**src/hw/rtl/ipv4dq_pkg.sv**
```systemverilog
// shared constants and types for the ipv4 dotted-quad parser
package ipv4dq_pkg;

  localparam int MAX_LEN    = 15;
  localparam int LEN_W      = $clog2(MAX_LEN + 2);
  localparam int TOK_W      = 3;
  localparam int VAL_W      = 9;
  localparam int STATUS_W   = 3;
  localparam int OCTET_W    = 8;
  localparam int NUM_OCTETS = 4;
  localparam int IN_DATA_W  = 8;
  localparam int OUT_BITS   = STATUS_W + NUM_OCTETS * OCTET_W;
  localparam int OUT_DATA_W = ((OUT_BITS + 7) / 8) * 8;

  localparam logic [7:0]       DOT_CHAR   = 8'h2E;
  localparam logic [VAL_W-1:0] OCTET_MAX  = VAL_W'(255);
  localparam logic [VAL_W-1:0] VALUE_SAT  = VAL_W'(256);
  localparam logic [TOK_W-1:0] TOKENS_SAT = TOK_W'(5);
  localparam logic [TOK_W-1:0] TOKENS_OK  = TOK_W'(4);

  typedef enum logic [STATUS_W-1:0] {
    ST_VALID    = 3'd0,
    ST_LENGTH   = 3'd1,
    ST_NONDIGIT = 3'd2,
    ST_RANGE    = 3'd3,
    ST_COUNT    = 3'd4
  } status_t;

  typedef logic [OCTET_W-1:0] octet_t;

endpackage

```
**src/hw/rtl/ipv4_dotted_quad_parser.sv**
```systemverilog
// ipv4 dotted-quad text parser: one character per transfer, one verdict per string
// the verdict is registered on the terminator transfer and is on the output in the cycle after it
// throughput: one character or terminator per cycle while the output is not stalled
// the single output register is the only limit; it is refilled in the cycle it is taken
// reset clears the control state and empties the output register; the datapath registers are not reset
module ipv4_dotted_quad_parser (
  input  logic                                clk,
  input  logic                                rst,
  input  logic                                s_axis_tvalid,
  output logic                                s_axis_tready,
  input  logic [ipv4dq_pkg::IN_DATA_W-1:0]    s_axis_tdata,  // character
  input  logic                                s_axis_tlast,  // end_of_string
  output logic                                m_axis_tvalid,
  input  logic                                m_axis_tready,
  // status, octet_first, octet_second, octet_third, octet_fourth, zero fill
  output logic [ipv4dq_pkg::OUT_DATA_W-1:0]   m_axis_tdata
);

  logic [ipv4dq_pkg::LEN_W-1:0] length_seen;
  logic [ipv4dq_pkg::TOK_W-1:0] tokens_done;
  logic                         inside_token;
  logic [ipv4dq_pkg::VAL_W-1:0] token_value;
  logic                         token_has_nondigit;
  ipv4dq_pkg::status_t          first_error;
  ipv4dq_pkg::octet_t           octet_store [ipv4dq_pkg::NUM_OCTETS];

  ipv4dq_pkg::status_t          out_status;
  ipv4dq_pkg::octet_t           out_octets [ipv4dq_pkg::NUM_OCTETS];

  logic                         in_xfer;
  logic                         is_dot;
  logic                         is_digit;
  logic                         checked;
  ipv4dq_pkg::status_t          close_error;
  logic                         close_store;
  ipv4dq_pkg::status_t          error_after;
  logic [1:0]                   slot;
  logic [ipv4dq_pkg::VAL_W-1:0] base_value;
  logic [12:0]                  digit_sum;
  logic [ipv4dq_pkg::VAL_W-1:0] value_next;
  ipv4dq_pkg::status_t          status_next;
  ipv4dq_pkg::octet_t           octets_next [ipv4dq_pkg::NUM_OCTETS];

  assign s_axis_tready = !m_axis_tvalid || m_axis_tready;
  assign in_xfer       = s_axis_tvalid && s_axis_tready;

  always_comb begin
    is_dot   = (s_axis_tdata == ipv4dq_pkg::DOT_CHAR);
    is_digit = s_axis_tdata inside {[8'h30:8'h39]};

    // closing check for the token in progress, only for the first four
    checked = inside_token && (tokens_done != '0) && (tokens_done <= ipv4dq_pkg::TOKENS_OK)
              && (first_error == ipv4dq_pkg::ST_VALID);
    if (token_has_nondigit) begin
      close_error = ipv4dq_pkg::ST_NONDIGIT;
    end else if (token_value > ipv4dq_pkg::OCTET_MAX) begin
      close_error = ipv4dq_pkg::ST_RANGE;
    end else begin
      close_error = ipv4dq_pkg::ST_VALID;
    end
    close_store = checked && (close_error == ipv4dq_pkg::ST_VALID);
    error_after = checked ? close_error : first_error;
    slot        = tokens_done[1:0] - 2'd1;

    // decimal accumulate, saturating
    base_value = inside_token ? token_value : '0;
    digit_sum  = {1'b0, base_value, 3'b000} + {3'b000, base_value, 1'b0}
                 + {9'd0, s_axis_tdata[3:0]};
    value_next = (digit_sum > 13'(ipv4dq_pkg::VALUE_SAT)) ? ipv4dq_pkg::VALUE_SAT
                                                          : digit_sum[ipv4dq_pkg::VAL_W-1:0];

    if ((length_seen == '0) || (length_seen > ipv4dq_pkg::LEN_W'(ipv4dq_pkg::MAX_LEN))) begin
      status_next = ipv4dq_pkg::ST_LENGTH;
    end else if (error_after != ipv4dq_pkg::ST_VALID) begin
      status_next = error_after;
    end else if (tokens_done != ipv4dq_pkg::TOKENS_OK) begin
      status_next = ipv4dq_pkg::ST_COUNT;
    end else begin
      status_next = ipv4dq_pkg::ST_VALID;
    end

    for (int i = 0; i < ipv4dq_pkg::NUM_OCTETS; i++) begin
      if (status_next != ipv4dq_pkg::ST_VALID) begin
        octets_next[i] = '0;
      end else if (close_store && (slot == 2'(i))) begin
        octets_next[i] = token_value[ipv4dq_pkg::OCTET_W-1:0];
      end else begin
        octets_next[i] = octet_store[i];
      end
    end
  end

  // control state
  always_ff @(posedge clk) begin
    if (rst) begin
      length_seen   <= '0;
      tokens_done   <= '0;
      inside_token  <= 1'b0;
      first_error   <= ipv4dq_pkg::ST_VALID;
      m_axis_tvalid <= 1'b0;
    end else begin
      if (in_xfer && s_axis_tlast) begin
        m_axis_tvalid <= 1'b1;
      end else if (m_axis_tready) begin
        m_axis_tvalid <= 1'b0;
      end
      if (in_xfer) begin
        if (s_axis_tlast) begin
          length_seen   <= '0;
          tokens_done   <= '0;
          inside_token  <= 1'b0;
          first_error   <= ipv4dq_pkg::ST_VALID;
        end else begin
          if (length_seen <= ipv4dq_pkg::LEN_W'(ipv4dq_pkg::MAX_LEN)) begin
            length_seen <= length_seen + 1'b1;
          end
          if (is_dot) begin
            inside_token <= 1'b0;
            first_error  <= error_after;
          end else if (!inside_token) begin
            inside_token <= 1'b1;
            if (tokens_done < ipv4dq_pkg::TOKENS_SAT) begin
              tokens_done <= tokens_done + 1'b1;
            end
          end
        end
      end
    end
  end

  // datapath
  always_ff @(posedge clk) begin
    if (in_xfer) begin
      if (s_axis_tlast) begin
        out_status <= status_next;
        out_octets <= octets_next;
      end else if (is_dot) begin
        if (close_store) begin
          octet_store[slot] <= token_value[ipv4dq_pkg::OCTET_W-1:0];
        end
      end else begin
        token_has_nondigit <= (inside_token && token_has_nondigit) || !is_digit;
        if (is_digit) begin
          token_value <= value_next;
        end else begin
          token_value <= base_value;
        end
      end
    end
  end

  assign m_axis_tdata = {(ipv4dq_pkg::OUT_DATA_W - ipv4dq_pkg::OUT_BITS)'(0),
                         out_octets[3], out_octets[2], out_octets[1], out_octets[0],
                         out_status};

  a_octets_zero_on_error: assert property (@(posedge clk) disable iff (rst)
    (m_axis_tvalid && (out_status != ipv4dq_pkg::ST_VALID)) |->
      ((out_octets[0] == '0) && (out_octets[1] == '0) &&
       (out_octets[2] == '0) && (out_octets[3] == '0)))
    else $error("octets not cleared on error verdict");

  a_no_result_on_char: assert property (@(posedge clk) disable iff (rst)
    (in_xfer && !s_axis_tlast) |=> !m_axis_tvalid)
    else $error("result produced by a character transfer");

  a_clear_after_end: assert property (@(posedge clk) disable iff (rst)
    (in_xfer && s_axis_tlast) |=>
      (m_axis_tvalid && !inside_token && (tokens_done == '0) && (length_seen == '0)
       && (first_error == ipv4dq_pkg::ST_VALID)))
    else $error("parser state not cleared after terminator");

  a_tokens_saturate: assert property (@(posedge clk) disable iff (rst)
    (tokens_done <= ipv4dq_pkg::TOKENS_SAT))
    else $error("token count beyond saturation");

endmodule
```
**config.mk**
```make
export PLATFORM = sky130hd
export DESIGN_NAME = ipv4_dotted_quad_parser
export DESIGN_NICKNAME = d
export VERILOG_FILES = /design/src/hw/rtl/ipv4dq_pkg.sv /design/src/hw/rtl/ipv4_dotted_quad_parser.sv
export SDC_FILE = /design/constraint.sdc
export NUM_CORES = 1
export LEC_CHECK = 0
export ABC_AREA = 1
export BUFFER_PORTS_ARGS = -buffer_cell sky130_fd_sc_hd__buf_2
export CELL_PAD_IN_SITES_DETAIL_PLACEMENT = 0
export CELL_PAD_IN_SITES_GLOBAL_PLACEMENT = 2
export CORE_MARGIN = 3
export CORE_UTILIZATION = 36
export CTS_CLUSTER_SIZE = 16
export DETAILED_ROUTE_END_ITERATION = 6
export PLACE_DENSITY = 0.8
export SKIP_LAST_GASP = 1
export SYNTH_ARGS = -nofsm -noshare
export SYNTH_HDL_FRONTEND = slang
export SYNTH_SLANG_ARGS = --single-unit
```
**constraint.sdc**
```tcl
create_clock -name clk -period 3.64 [get_ports clk]
set_input_delay 0.364 -clock clk [delete_from_list [all_inputs] [get_ports clk]]
set_output_delay 0.364 -clock clk [all_outputs]
set_load 0.1 [all_outputs]
```
==> results.txt <==
- Outcome: completed
- Kind of path behind the tightest hold check: in2reg
- In this run the vertical extent of the chip is 120 um.
- On the critical path the largest part of the delay comes from simple AND/OR/NAND/NOR gates.
* Share of final-layout standard cells stronger than drive strength 1: 16.9%
* Maximum operating frequency: 0.330 GHz
* Clock Tree Buf Depth: 2
- Core occupancy in the finished layout: 43.4%
* Synthesized area per cell: 9.24 sq um
- Summed over all failing endpoints, the final setup total negative slack is 0 ns.
- The largest individual stage delay along the critical path comes from the cell sky130_fd_sc_hd__dfxtp_1.
- Signed area change from the synthesized netlist to the final layout: 15.1%
- Setup violations remaining at the end of the flow were counted as 0.
- Via count normalized by instance count: 4.34
* Category of the worst setup path capture point: flip-flop
- After global routing the overflow that remains totals 0.
* Net total in the final layout: 597
- Number of global-route vias before repair: about 3000
- VDD sags by at most roughly 230 uV.
- Data on the critical path arrives at its endpoint at 3.10 ns.
- The final count of hold timing violations came to 0.
* Die ar.: 0.0143 sq mm
* Endpoint required time on the critical path: 3.71 ns
- Weighted congestion reported at the end of routability-driven placement: ~0.8
- The library cell used most frequently in the layout, excluding fill and tap cells, is sky130_fd_sc_hd__nand2_1.
- Crit Path Max Fanout: 12
* Worst-path cell chain: nand2_1 > fa_1 > inv_1 > fa_1 > nand3_1 > nand3_1 > nand2_1 > nand3_1 > nand2_1 > nand3_1 > nor2_2 > a21oi_1
* First-pass DRT Iterations: 4
* Pin count of the biggest net entering global routing: 38
- Launching element type of the critical path: flip-flop
- CTS saw 90 sinks.
* Most used cells in the layout excluding fill and tap cells: sky130_fd_sc_hd__nand2_1, sky130_fd_sc_hd__inv_1, sky130_fd_sc_hd__edfxtp_1
* Number of enable-type register cells in the synthesized netlist: 77
* Core region area: 0.0123 sq mm
- Crit share post-route: 83.3%
* Count of pins on the block boundary: 55
- The worst register-to-register path begins at inside_token.
- In this run the remaining antenna-violating nets after routing total 0.
- The clock period could shrink to 3.03 ns.
- Between clock sinks in the finished design, the worst skew comes to 0.00482 ns.
- Max-slew violation count: 0
- The floorplan has 40 rows.
* PD cells: 434 mW/mm^2
- The number of buffers and inverters on the critical path is 1.
- The critical path ends at token_value[8].
* Reported max-cap violation count: 0
- Launching element of the worst setup path: inside_token
- Buffer cell driving the clock tree root: sky130_fd_sc_hd__clkbuf_16
* Post-synthesis sequential area ratio: 55.4%
- Count of input and output buffers: 49
- In the global route stage, overall resource usage came out at 12.7%.
- Unrepaired setup endpoints after global routing: no
- Global-route wire length before repair: 14700 um
- The H-tree was split into 3 levels.
* Count of antenna diodes in the layout: 0
* Post-Route WL: 8660 um
* Starting density of the core: 37.7%
- End of the worst register-to-register path: token_value[8]
* Reported leakage power: 2.49 nW
* Slack of the worst reg-to-reg path: 0.61 ns
* Combined flip-flop and latch cell area: ~0.0026 sq mm
- Number of inserted filler cells in the final layout: about 1200
- The mapped netlist covers around 0.0046 sq mm.
* Antenna violations before repair: 0
- The worst pin sits at a relative slew slack of 49.9%.
* Iteration-0 DRC count of the detailed router: approximately 170
- The worst setup path is of the reg2reg kind.
* Most frequent CP cell: sky130_fd_sc_hd__nand3_1
* Crit path largest cell delay: 0.56 ns
* Multi-input gate area in the final layout: 0.00163 sq mm
- The number of clock buffers added by TritonCTS is 9.
- #FFs+latches synth: 90
* Mean routed wirelength per cell: 11.9 um
* Cts hold-fix bufs: 0
- For this block, the via count after detailed routing is 3169.
* HPWL after DPL: about 6800 um
* CTS-repair resized insts: 0
- Total number of cells along the worst setup path: 12
* Setup Fix Bufs, Post-CTS: 0
* Clock latency reported for the late side of the worst-skew pair: 0.33 ns
- Count of warnings emitted by yosys: 0
- Detailed-route DRC error count: 0
* Depth of the most critical reg-to-reg path: 12
* Top_reg_cell synth: sky130_fd_sc_hd__edfxtp_1
- For the pin with the worst max-slew slack, the measured transition is 0.749 ns.
- Clock input transition at the sequential cells of the worst setup and hold paths: 0.06 ns
* Netlist cell types: 30
- TritonCTS built the clock tree.
* Share of synthesized flip-flops with an asynchronous set or reset: 0%
* Width of the chip: 120 um
- Cells after Synth: 502
[metal layers]
metal	global-route usage, %	part of all wire (%)
met3	2.21	3.4
met2	21.1	46
met1	16.8	49
met4	4.51	1.6
met5	0	0
[worst register-to-register path, cell delays in order, from the launching register on]
cell and delay, ns:
sky130_fd_sc_hd__dfxtp_1 0.56, sky130_fd_sc_hd__nand2_1 0.17, sky130_fd_sc_hd__fa_1 0.53, sky130_fd_sc_hd__inv_1 0.06, sky130_fd_sc_hd__fa_1 0.47, sky130_fd_sc_hd__nand3_1 0.10
sky130_fd_sc_hd__nand3_1 0.12, sky130_fd_sc_hd__nand2_1 0.11, sky130_fd_sc_hd__nand3_1 0.06, sky130_fd_sc_hd__nand2_1 0.07, sky130_fd_sc_hd__nand3_1 0.07, sky130_fd_sc_hd__nor2_2 0.31
sky130_fd_sc_hd__a21oi_1 0.12
[through the flow]
step	power, mW	area, sq um	setup WS [ns]	std cells	hold WS (ns)
2_1_floorplan	1.39	4660	0.112	506	0.433
3_3_place_gp	1.44	5050	0.622	714	0.469
3_5_place_dp	1.45	5050	0.583	714	0.474
4_1_cts	2.35	5340	0.576	730	0.230
5_1_grt	2.40	5340	0.325	730	0.240
6_report	2.32	5340	0.607	730	0.250
[kinds of logic after synthesis]
kind of cell	Yosys count	share of synthesized area, %
other	1	0.0808
XOR/XNOR	5	0.944
adder cells (fa/ha/maj)	27	7.61
flip-flops	90	55.4
AND/OR/NAND/NOR	237	22.4
AO/OA/AOI/OAI	30	3.48
buffers and inverters	112	10.0
[cells in the mapped netlist (5+ instances only)]
| library cell | instances | share of area [%] |
|---|---|---|
| sky130_fd_sc_hd__nand2_1 | 117 | 9.5 |
| sky130_fd_sc_hd__inv_1 | 98 | 7.9 |
| sky130_fd_sc_hd__a21oi_1 | 13 | 1.4 |
| sky130_fd_sc_hd__dfxtp_1 | 13 | 5.6 |
| sky130_fd_sc_hd__nor2_1 | 57 | 4.6 |
| sky130_fd_sc_hd__o21ai_0 | 13 | 1.4 |
| sky130_fd_sc_hd__nand3_1 | 29 | 3.1 |
| sky130_fd_sc_hd__ha_1 | 25 | 6.7 |
| sky130_fd_sc_hd__nor2_2 | 24 | 3.2 |
| sky130_fd_sc_hd__edfxtp_1 | 77 | 50 |
| sky130_fd_sc_hd__buf_4 | 5 | 0.81 |
[worst min path at each step]
stage                   start        endpoint  slack (ns)  depth (start not counted)
2_1_floorplan             rst  length_seen[1]        0.43                          1
3_3_place_gp   length_seen[4]  length_seen[4]        0.47                          2
3_5_place_dp   length_seen[4]  length_seen[4]        0.47                          2
4_1_cts                   rst  length_seen[4]        0.23                          2
5_1_grt                   rst  length_seen[4]        0.24                          2
6_report                  rst  length_seen[4]        0.25                          2
[state kept, by name (all words and copies together), names as in the netlist]
| register | flops |
|---|---|
| first_error | 3 |
| inside_token | 1 |
| length_seen | 5 |
| m_axis_tdata | 32 |
| m_axis_tvalid | 1 |
| octet_store | 32 |
| out_status | 3 |
| token_has_nondigit | 1 |
| token_value | 9 |
| tokens_done | 3 |
[where the power goes]
group,leakage [nW],internal (mW),total [mW],switching (mW)
registers,0.837,1.14,1.15,0.0159
logic,1.51,0.0512,0.266,0.215
clock network,0.143,0.529,0.897,0.368
total,2.49,1.72,2.32,0.599
[final cells by class]
| cell class | count | area share [%] |
|---|---|---|
| Sequential cell | 90 | 48.2 |
| Multi-Input combinational cell | 304 | 30.4 |
| Inverter | 101 | 7.10 |
| Timing Repair Buffer | 51 | 4.87 |
| Clock buffer | 9 | 4.22 |
| Tap cell | 168 | 3.94 |
| Clock inverter | 7 | 1.27 |
No activity file was read; power rests on OpenSTA's default activity.
